### src/rtl/core/dfq_pkg.sv
// ---------------------------------------------------------------------------
// dfq_pkg: shared types and constants of the deduplicating queue
// Key layout, cell control word, sequencer states and the key clean-up
// function.
// ---------------------------------------------------------------------------
`default_nettype none

package dfq_pkg;

  // key is 63 bytes, byte 0 in bits 7:0
  localparam int KEY_BYTES = 63;
  localparam int KEY_BITS  = 8 * KEY_BYTES;
  localparam int PRIO_BITS = 32;

  typedef logic [KEY_BITS-1:0]         key_t;
  typedef logic signed [PRIO_BITS-1:0] prio_t;

  // request codes
  localparam logic MODE_ADD = 1'b0;
  localparam logic MODE_POP = 1'b1;

  // per-cell control from the sequencer
  typedef struct packed {
    logic shift;  // take the neighbor's entry (pop)
    logic load;   // take the new key and priority (append)
    logic upd;    // take the new priority only (update)
  } cell_ctrl_t;

  typedef enum logic [1:0] {
    ST_IDLE,
    ST_CMP,
    ST_APPLY
  } state_t;

  // zero every byte after the first zero byte
  function automatic key_t canon_key(input key_t raw);
    key_t res;
    logic ended;
    res   = raw;
    ended = 1'b0;
    for (int b = 0; b < KEY_BYTES; b++) begin
      if (ended) begin
        res[8*b +: 8] = 8'h00;
      end else if (raw[8*b +: 8] == 8'h00) begin
        ended = 1'b1;
      end
    end
    return res;
  endfunction

endpackage

`default_nettype wire

### src/rtl/core/dfq_cell.sv
// ---------------------------------------------------------------------------
// dfq_cell: one queue slot
// Holds a key and priority, compares its key with the broadcast key and
// takes its upper neighbor's entry when the queue pops.
// ---------------------------------------------------------------------------
`default_nettype none

module dfq_cell (
  input  wire logic              clk,
  input  wire dfq_pkg::cell_ctrl_t ctrl,
  input  wire dfq_pkg::key_t     cmp_key,
  input  wire dfq_pkg::prio_t    new_prio,
  input  wire dfq_pkg::key_t     nb_key,
  input  wire dfq_pkg::prio_t    nb_prio,
  output dfq_pkg::key_t          key,
  output dfq_pkg::prio_t         prio,
  output logic                   match
);

  // entry storage; contents are meaningful only while the slot is live
  always_ff @(posedge clk) begin
    if (ctrl.shift) begin
      key  <= nb_key;
      prio <= nb_prio;
    end else if (ctrl.load) begin
      key  <= cmp_key;
      prio <= new_prio;
    end else if (ctrl.upd) begin
      prio <= new_prio;
    end
  end

  // registered key compare, sampled while the store is stable
  always_ff @(posedge clk) begin
    match <= (key == cmp_key);
  end

endmodule

`default_nettype wire

### config.mk
export PLATFORM = sky130hd
export DESIGN_NAME = dfq_cell
export DESIGN_NICKNAME = d
export VERILOG_FILES = /design/src/rtl/core/dfq_pkg.sv /design/src/rtl/core/dfq_cell.sv
export SDC_FILE = /design/constraint.sdc
export NUM_CORES = 1
export LEC_CHECK = 0
export ABC_CLOCK_PERIOD_IN_PS = 25000
export BUFFER_PORTS_ARGS = -buffer_cell sky130_fd_sc_hd__buf_4
export CAP_MARGIN = 25
export CORE_AREA = 2 2 631 633
export CTS_CLUSTER_SIZE = 28
export DETAILED_ROUTE_END_ITERATION = 12
export DIE_AREA = 0 0 633 635
export GPL_TIMING_DRIVEN = 0
export SLEW_MARGIN = 20
export SYNTH_ARGS = -nofsm -noshare
export SYNTH_HDL_FRONTEND = slang
export SYNTH_SLANG_ARGS = --single-unit
### constraint.sdc
create_clock -name clk -period 25 [get_ports clk]
set_clock_uncertainty 0.05 [all_clocks]
set_input_delay 5 -clock clk [delete_from_list [all_inputs] [get_ports clk]]
set_output_delay 5 -clock clk [all_outputs]
set_load 0.03 [all_outputs]
Word-level counts from Yosys, hierarchy flattened
Cells that the tools add are included.
{"block": "classes", "addsub": 0, "multipliers": 0, "n_div": 0, "order_cmp": 0, "eq_ne": 1, "n_shift": 0, "mux": 5, "bitwise_logic": 0, "reduce_logical": 2}
{"operator": "$mux 504", "count": 2}
{"operator": "$eq 504x504->1", "count": 1}
{"operator": "$mux 32", "count": 3}
{"operator": "$reduce_bool 3->1", "count": 1}
{"operator": "$reduce_bool 2->1", "count": 1}
{"block": "totals", "regBits": 537, "latch_bits": 0, "ramBits": 0, "rom_bits": 0, "in_bits": 1076, "out_inout_bits": 537, "elab_cells": 11, "mem_count": 0}

Depth between registers and ports, before layout
Gate-level depths: netlist (run 1).
{"block": "depth", "word_depth": 3, "ltp_mapped": 6, "mapped_depth_nobuf": 6}

Worst setup path after synthesis (run 1)
OpenSTA, ideal clock, no wires.
{"block": "synth_path", "path_type": "input to register", "start": "input port ctrl[2] (netlist name)", "end": "register key[0] (enable)", "setup_ps": 909, "arrival_ps": 16688, "required_ps": 24041, "path_slack_ps": 7353, "cell_stages": 4, "n_path_buf": 3, "cell_sequence": "clkbuf_1 buf_1 buf_2 or2_1"}
{"block": "synth_between", "elab_chain_len": 1}
{"item": "start: declaration", "line": "dfq_cell.sv:10", "text": "input wire dfq_pkg::cell_ctrl_t ctrl,"}
{"item": "$reduce_bool 2->1 (no line)"}
{"item": "end signal: assignment", "line": "dfq_cell.sv:23", "text": "key <= nb_key;"}
{"item": "end signal: assignment", "line": "dfq_cell.sv:26", "text": "key <= cmp_key;"}
{"item": "end: declaration", "line": "dfq_cell.sv:15", "text": "output dfq_pkg::key_t key,"}
No other way between the ends.
A chain may end at the register's enable or synchronous reset.

Worst setup path in the final report (run 1)
{"block": "layout_path", "start": "input port ctrl[2] (netlist name)", "end": "register key[327] (enable)"}
Same word-level chain as after synthesis.

==> tab_implementation.tex, run 1 <==
\begin{tabular}{lr}
\hline
Metric & Value \\
\hline
\multicolumn{2}{l}{\textbf{Floorplan}} \\
Number of cell rows & 231 \\
Initial core utilization & 0.0708 \\
Area of the die & 0.402 mm² \\
Die Width & 633 µm \\
Standard cell core area & 0.395 mm² \\
I/O pin total & 1613 \\
Die Height & 635 µm \\
\multicolumn{2}{l}{\textbf{Placement}} \\
HPWL after DPL & 340 mm \\
Final weighted congestion of routability-driven global placement & 0.943 \\
Worst Setup Slack post-DPL & 15.20 ns \\
Placed insts & 8711 \\
Count of buffers inserted at the top-level ports & 1611 \\
\multicolumn{2}{l}{\textbf{Timing}} \\
Minimum period implied by the final worst setup slack & 8.83 ns \\
Period utilisation layout & 0.353 \\
Slew of the pin with the lowest slew margin & 1.26 ns \\
Headroom to the max-slew limit & 0.155 \\
Worst path setup slack after routing & 16.17 ns \\
Final setup viols & 0 \\
Unrepaired setup endpoints after global routing & false \\
Count of pins over their slew limit & 0 \\
Worst hold margin & 0.672 ns \\
Final number of hold-violating endpoints & 0 \\
Achievable clock frequency & 0.113 GHz \\
\multicolumn{2}{l}{\textbf{Worst setup path}} \\
Critical path type & input port to flip-flop \\
Data arrival, critical path & 9.27 ns \\
Reg2Reg Launch Point & key[240]\$\_DFFE\_PP\_ \\
Destination of the worst register-to-register timing path & match\$\_DFF\_P\_ \\
Maximum fanout encountered on the critical timing path & 43 \\
CP Launch Type & input port \\
Data required, critical path & 25.43 ns \\
Crit. End Element & flip-flop \\
R2R cell count & 7 \\
Register-to-register setup slack & 21.21 ns \\
\multicolumn{2}{l}{\textbf{Clock tree}} \\
Bufs on Longest Clock Path & 4 \\
Number of gates resized after CTS & 0 \\
Setup Buffers After CTS & 0 \\
Clock Latency Late Sink & 0.87 ns \\
Clock tree from TritonCTS & done \\
Number of buffers inserted during clock tree synthesis & 87 \\
Number of H-tree branching levels & 3 \\
Clock input transition at the sequential cells of the worst setup and hold paths & 0.06 ns \\
TritonCTS Sinks & 537 \\
Hold-fix buffers at CTS & 0 \\
Library cell used as clock root buffer & sky130\_fd\_sc\_hd\_\_clkbuf\_16 \\
\multicolumn{2}{l}{\textbf{Routing}} \\
Detailed-router iteration count before antenna repair & 6 \\
Via count of the routed design & 27.3k \\
Initial detailed-routing violation count & 2859 \\
Routed wire per std cell & 42.5 µm \\
Total wire length after detailed routing & 381 mm \\
Detail-routed via count per cell & 3.05 \\
Routed Antenna Nets & 0 \\
Number of remaining DRC errors & 0 \\
\multicolumn{2}{l}{\textbf{Yosys}} \\
Fraction of the mapped netlist area in simple logic gates & 0.0390 \\
Multiplexer fraction of the synthesized cell area & 0.216 \\
Cell with the most instances after synthesis & sky130\_fd\_sc\_hd\_\_edfxtp\_1 \\
Number of enable flip-flop cells after synthesis & 536 \\
Top cell type's share of synthesized area & 0.576 \\
Number of nets in the synthesized netlist & 2883 \\
Sequential share of the synthesized area & 0.577 \\
Leading area contributor after synthesis & sky130\_fd\_sc\_hd\_\_edfxtp\_1 \\
Average instance area after synthesis & 15.5 µm² \\
Dominant synthesized flop cell & sky130\_fd\_sc\_hd\_\_edfxtp\_1 \\
Main combinational cell family by area after synthesis & multiplexers \\
Syn Inst Count & 1807 \\
Synthesized cell area & 0.0279 mm² \\
Commonest cells in the netlist & 536 x sky130\_fd\_sc\_hd\_\_edfxtp\_1, 336 x sky130\_fd\_sc\_hd\_\_xor2\_1, 272 x sky130\_fd\_sc\_hd\_\_mux2\_2 \\
Synthesized-area fraction occupied by adder cells & 0 \\
Parity-gate share of the synthesized area counting xor and xnor cells & 0.158 \\
Cells taking the most area after synthesis & sky130\_fd\_sc\_hd\_\_edfxtp\_1 58\%, sky130\_fd\_sc\_hd\_\_mux2\_2 11\%, sky130\_fd\_sc\_hd\_\_mux2\_1 11\% \\
Area fraction in compound gates after synthesis & 0 \\
Yosys warnings & 0 \\
Flip-flop and latch count after synthesis & 537 \\
Proportion of register bits with asynchronous set or reset after synthesis & 0 \\
Number of library cell types mapped by synthesis & 16 \\
\multicolumn{2}{l}{\textbf{Global routing}} \\
Total global routing overflow & 0 \\
Via count of the first global-routing pass & 25.4k \\
Number of antenna violations at the first check in global routing & 443 \\
Wire length of the first global-routing pass & 435 mm \\
Largest net degree at the start of global routing & 49 \\
All-Layer GR Usage & 0.183 \\
\multicolumn{2}{l}{\textbf{Pwr}} \\
Post-layout power & 0.00348 W \\
VDD IR max & 0.0465 mV \\
Ratio of total power to cell area & 68.6 mW/mm² \\
Leakage power of the design & 19.3 nW \\
\multicolumn{2}{l}{\textbf{Hold path}} \\
Worst-case hold path end point & match\$\_DFF\_P\_ \\
Hold wc startpoint & key[175]\$\_DFFE\_PP\_ \\
Path type of the worst min-delay path & flip-flop to flip-flop \\
Hold path depth & 5 \\
\multicolumn{2}{l}{\textbf{Layout}} \\
Area added between synthesis and finish & 81.7\% \\
Layout cell share with drive strength beyond 1 & 0.593 \\
Finished Layout Cells & 8966 \\
Utilization of the core after routing & 0.129 \\
Total Nets Final & 4634 \\
Filler Cells Inserted & 44.8k \\
\multicolumn{2}{l}{\textbf{Job}} \\
Max-Cap Viols & 0 \\
\multicolumn{2}{l}{\textbf{Status}} \\
Status & complete, no violations \\
\hline
\end{tabular}
## cell families after synthesis
kind of cell | count (synthesis)
simple gates | 170
flops | 537
xor+xnor | 504
buf+inv | 60
mux | 536
## sequential cells by signal, indices dropped and copies added (netlist names)
signal  cells
key       504
prio       32
match       1
## per-stage QoR
step	instance area [µm²]	setup TNS, ns
floorplan	27900	0
global placement	46600	-1937.17
detailed placement	47700	0
CTS	50500	0
global route	50600	0
finish	50800	0
## power by group
part	internal [W]	switching (W)	total [W]	leakage [nW]
sequential	0.00111	0.0000793	0.00119	5.48
clock	0.000737	0.000562	0.00130	1.36
combinational	0.000361	0.000634	0.000995	12.5
total	0.00221	0.00127	0.00348	19.3
## critical path: stages
cell                       delay [ns]
sky130_fd_sc_hd__clkbuf_1        0.61
sky130_fd_sc_hd__buf_1           0.65
sky130_fd_sc_hd__buf_2           0.89
sky130_fd_sc_hd__or2_4           0.50
sky130_fd_sc_hd__buf_12          0.26
sky130_fd_sc_hd__buf_16          0.26
sky130_fd_sc_hd__buf_16          0.29
sky130_fd_sc_hd__buf_12          0.28
sky130_fd_sc_hd__buf_16          0.26
## cell type report
type                            count  area (µm²)  area share
Buffer                             60         354     0.00698
Multi-Input combinational cell   1210       11700       0.230
Clock inverter                     52         541      0.0106
Clock buffer                      100        2250      0.0443
Sequential cell                   537       16100       0.317
Antenna cell                      103         258     0.00508
Timing Repair Buffer             1662       13000       0.256
Tap cell                         5242        6560       0.129
## layout by cell type, fill, tap and decap left out, types with 29 or more instances in the layout
cell,count
sky130_fd_sc_hd__mux2_2,272
sky130_fd_sc_hd__buf_2,29
sky130_fd_sc_hd__xnor2_1,167
sky130_fd_sc_hd__edfxtp_1,536
sky130_fd_sc_hd__clkbuf_16,88
sky130_fd_sc_hd__diode_2,103
sky130_fd_sc_hd__nor4_1,75
sky130_fd_sc_hd__buf_4,1651
sky130_fd_sc_hd__nand4_1,67
sky130_fd_sc_hd__mux2_1,264
sky130_fd_sc_hd__xor2_1,335
## layer usage
metal,vias up,track usage,wire length (µm)
li1,10600,-,-
met1,13200,0.195,135000
met2,2557,0.303,179000
met3,851,0.104,53200
met4,158,0.0564,13700
met5,-,0,1050
## how the worst max path moves through the flow
stage,from,end,slack [ns]
after floorplan,ctrl[2],key[0]$_DFFE_PP_,7.35
after global placement,ctrl[2],key[327]$_DFFE_PP_,-4.11
after detailed placement,ctrl[2],key[135]$_DFFE_PP_,15.20
after CTS,ctrl[2],key[235]$_DFFE_PP_,16.11
after global routing,ctrl[2],key[235]$_DFFE_PP_,16.06
final,ctrl[2],key[327]$_DFFE_PP_,16.17
(Power assumes the default switching activity.)
==> run 2: changes to the inputs <==
--- a/config.mk
+++ b/config.mk
@@ -5,7 +5,7 @@
 export SDC_FILE = /design/constraint.sdc
 export NUM_CORES = 1
 export LEC_CHECK = 0
-export ABC_CLOCK_PERIOD_IN_PS = 25000
+export ABC_CLOCK_PERIOD_IN_PS = 8800
 export BUFFER_PORTS_ARGS = -buffer_cell sky130_fd_sc_hd__buf_4
 export CAP_MARGIN = 25
 export CORE_AREA = 2 2 631 633
==> constraint.sdc (replaced) <==
create_clock -name clk -period 8.8 [get_ports clk]
set_clock_uncertainty 0.05 [all_clocks]
set_input_delay 1.76 -clock clk [delete_from_list [all_inputs] [get_ports clk]]
set_output_delay 1.76 -clock clk [all_outputs]
set_load 0.03 [all_outputs]
==> run 2 against run 1 <==
  * Die area did not move
  * Via count barely moved
  * Highest routed layer unchanged
  * Clock power rose to 2.7 times the previous value
  * Worst setup slack got worse by 13 ns
  * Final area fell by 0.40%
  * Non-clock buffer count fell by 2
  * Global-route usage rose by 0.28 points
  * Register-to-register slack got worse by 16 ns
  * Critical path type unchanged
  * Combinational power rose to 2.8 times the previous value
  * First-iteration DRC count rose by 6.4%
==> tab_implementation.tex, run 2 (synthesis gave the netlist of run 1 again) <==
\begin{tabular}{lr}
\hline
Metric & Value \\
\hline
\multicolumn{2}{l}{\textbf{Worst setup path}} \\
Crit. End Element & flip-flop \\
Critical path type & input port to flip-flop \\
Data arrival, critical path & 5.69 ns (-3.58 ns) \\
Maximum fanout encountered on the critical timing path & 48 (+12\%) \\
CP Launch Type & input port \\
Data required, critical path & 9.23 ns (-16.20 ns) \\
\multicolumn{2}{l}{\textbf{Routing}} \\
Routed Antenna Nets & 0 (unchanged) \\
Detailed-router iteration count before antenna repair & 5 (-1) \\
Number of remaining DRC errors & 0 (unchanged) \\
Detail-routed via count per cell & 3.05 (about the same) \\
Initial detailed-routing violation count & 3042 (+6.4\%) \\
Via count of the routed design & 27.3k (-0.055\%) \\
Routed wire per std cell & 43.2 µm (+1.5\%) \\
Total wire length after detailed routing & 387 mm (+1.4\%) \\
\multicolumn{2}{l}{\textbf{Layout}} \\
Area added between synthesis and finish & 80.9\% \\
Area of the multi-input gates & 0.0117 mm² (-0.20\%) \\
Leading cell type in the layout, fill and taps excluded & sky130\_fd\_sc\_hd\_\_buf\_4 \\
Flip-flop count of the largest register after layout & 504 (unchanged) \\
Total Nets Final & 4631 (-0.065\%) \\
Finished Layout Cells & 8965 (-0.011\%) \\
Filler Cells Inserted & 44.8k (-0.042\%) \\
Top library cells by usage in the layout, fill and taps aside & 1654 x sky130\_fd\_sc\_hd\_\_buf\_4, 536 x sky130\_fd\_sc\_hd\_\_edfxtp\_1, 336 x sky130\_fd\_sc\_hd\_\_xor2\_1 \\
Total area of sequential cells & 0.0161 mm² (unchanged) \\
Register name with the most flops & key \\
Leading registers by flop count & key: 504 flops, prio: 32 flops, match: 1 flops \\
Layout cell share with drive strength beyond 1 & 0.590 (-0.00287) \\
\multicolumn{2}{l}{\textbf{Global routing}} \\
Total global routing overflow & 0 (unchanged) \\
Largest net degree at the start of global routing & 49 (unchanged) \\
Wire length of the first global-routing pass & 440 mm (+1.0\%) \\
Number of antenna violations at the first check in global routing & 437 (-1.4\%) \\
Via count of the first global-routing pass & 25.1k (-1.1\%) \\
All-Layer GR Usage & 0.186 (+0.00282) \\
\multicolumn{2}{l}{\textbf{Floorplan}} \\
I/O pin total & 1613 (unchanged) \\
Die Height & 635 µm (unchanged) \\
Standard cell core area & 0.395 mm² (unchanged) \\
Initial core utilization & 0.0708 (unchanged) \\
Die Width & 633 µm (unchanged) \\
Number of cell rows & 231 (unchanged) \\
Area of the die & 0.402 mm² (unchanged) \\
\multicolumn{2}{l}{\textbf{Hold path}} \\
Path type of the worst min-delay path & flip-flop to flip-flop \\
\multicolumn{2}{l}{\textbf{Placement}} \\
Count of buffers inserted at the top-level ports & 1611 (unchanged) \\
Worst Setup Slack post-DPL & 2.63 ns (-12.56 ns) \\
Final weighted congestion of routability-driven global placement & 0.971 (+3.0\%) \\
Placed insts & 8708 (-0.034\%) \\
HPWL after DPL & 343 mm (+1.0\%) \\
\multicolumn{2}{l}{\textbf{Pwr}} \\
Proportion of power drawn by flip-flops and latches & 0.347 (+0.005) \\
Cell-internal power & 0.00616 W (+180\%) \\
Ratio of total power to cell area & 193 mW/mm² (+180\%) \\
Switching pwr & 0.00362 W (+180\%) \\
Leakage power of the design & 19.2 nW (-0.55\%) \\
VDD IR max & 0.136 mV (+190\%) \\
Proportion of power drawn by combinational gates & 0.290 (+0.005) \\
Net Sw Frac & 0.370 (+0.00385) \\
Relative contribution of the clock network to total power & 0.364 (-0.009) \\
\multicolumn{2}{l}{\textbf{Status}} \\
Status & complete, no violations \\
\multicolumn{2}{l}{\textbf{Clock tree}} \\
Clock input transition at the sequential cells of the worst setup and hold paths & 0.06 ns (about the same) \\
Clock Latency Late Sink & 0.84 ns (-0.03 ns) \\
Number of H-tree branching levels & 3 (unchanged) \\
Number of gates resized after CTS & 0 (unchanged) \\
TritonCTS Sinks & 537 (unchanged) \\
Hold-fix buffers at CTS & 0 (unchanged) \\
Bufs on Longest Clock Path & 4 (unchanged) \\
Setup Buffers After CTS & 0 (unchanged) \\
Number of buffers inserted during clock tree synthesis & 86 (-1.1\%) \\
Library cell used as clock root buffer & sky130\_fd\_sc\_hd\_\_clkbuf\_16 \\
Clock tree from TritonCTS & done \\
\multicolumn{2}{l}{\textbf{Timing}} \\
Final number of hold-violating endpoints & 0 (unchanged) \\
Minimum period implied by the final worst setup slack & 5.27 ns \\
Count of pins over their slew limit & 0 (unchanged) \\
Worst path setup slack after routing & 3.53 ns (-12.63 ns) \\
Final setup viols & 0 (unchanged) \\
Unrepaired setup endpoints after global routing & false \\
Period utilisation layout & 0.599 \\
Headroom to the max-slew limit & 0.254 (+0.0986) \\
Slew of the pin with the lowest slew margin & 1.11 ns (-0.147 ns) \\
Setup total negative slack & 0 ns (unchanged) \\
Achievable clock frequency & 0.190 GHz \\
\multicolumn{2}{l}{\textbf{Job}} \\
Max-Cap Viols & 0 (unchanged) \\
\hline
\end{tabular}
run 2: through the flow:
stage / util / hold WS, ns / power (W) / cell area (µm²)
final: 0.128 / 0.782 / 0.00978 / 50600
after CTS: 0.127 / 0.809 / 0.00999 / 50300
after global routing: 0.128 / 0.875 / 0.0101 / 50400
after floorplan: - / 0.818 / 0.00448 / 27900
after detailed placement: 0.121 / 0.796 / 0.00633 / 47600
after global placement: 0.118 / 0.801 / 0.00629 / 46600
run 2: cell type report:
type	count	share of cell area
diodes	103	0.00510
multi-input cells	1210	0.231
clock buffers	106	0.0449
plain buffers	60	0.00715
repair buffers	1660	0.255
well taps	5242	0.130
flip-flops and latches	537	0.319
clock inverters	47	0.00839
run 2: worst max-delay path, stage by stage:
cell	delay (ns)
sky130_fd_sc_hd__clkbuf_1	0.64
sky130_fd_sc_hd__buf_1	0.62
sky130_fd_sc_hd__buf_4	0.65
sky130_fd_sc_hd__or2_4	0.61
sky130_fd_sc_hd__buf_16	0.29
sky130_fd_sc_hd__buf_16	0.30
sky130_fd_sc_hd__buf_12	0.29
sky130_fd_sc_hd__buf_16	0.28
run 2: final timing paths:
kind                           start                  to  slack (ns)  depth (start not counted)
hold / removal    key[136]$_DFFE_PP_       match$_DFF_P_        0.78                          5
hold reg to reg   key[136]$_DFFE_PP_       match$_DFF_P_        0.78                          5
setup reg to reg  key[192]$_DFFE_PP_       match$_DFF_P_        5.15                          6
setup / recovery             ctrl[2]  key[420]$_DFFE_PP_        3.53                          8
run 2: power by group through the flow:
stage          clock network (W)  registers, W  logic (W)
2_1_floorplan                  0       0.00396   0.000522
3_3_place_gp                   0       0.00346    0.00283
3_5_place_dp                   0       0.00344    0.00289
4_1_cts                  0.00370       0.00339    0.00290
5_1_grt                  0.00374       0.00342    0.00296
6_report                 0.00356       0.00339    0.00283
run 2: routing by layer:
metal	vias to the layer above	routed length, µm	share of wire	track usage
li1	10600	-	-	-
met5	-	1600	0.0041	0
met4	194	12700	0.033	0.0499
met3	884	59100	0.15	0.119
met1	13200	130000	0.34	0.189
met2	2476	183000	0.47	0.312
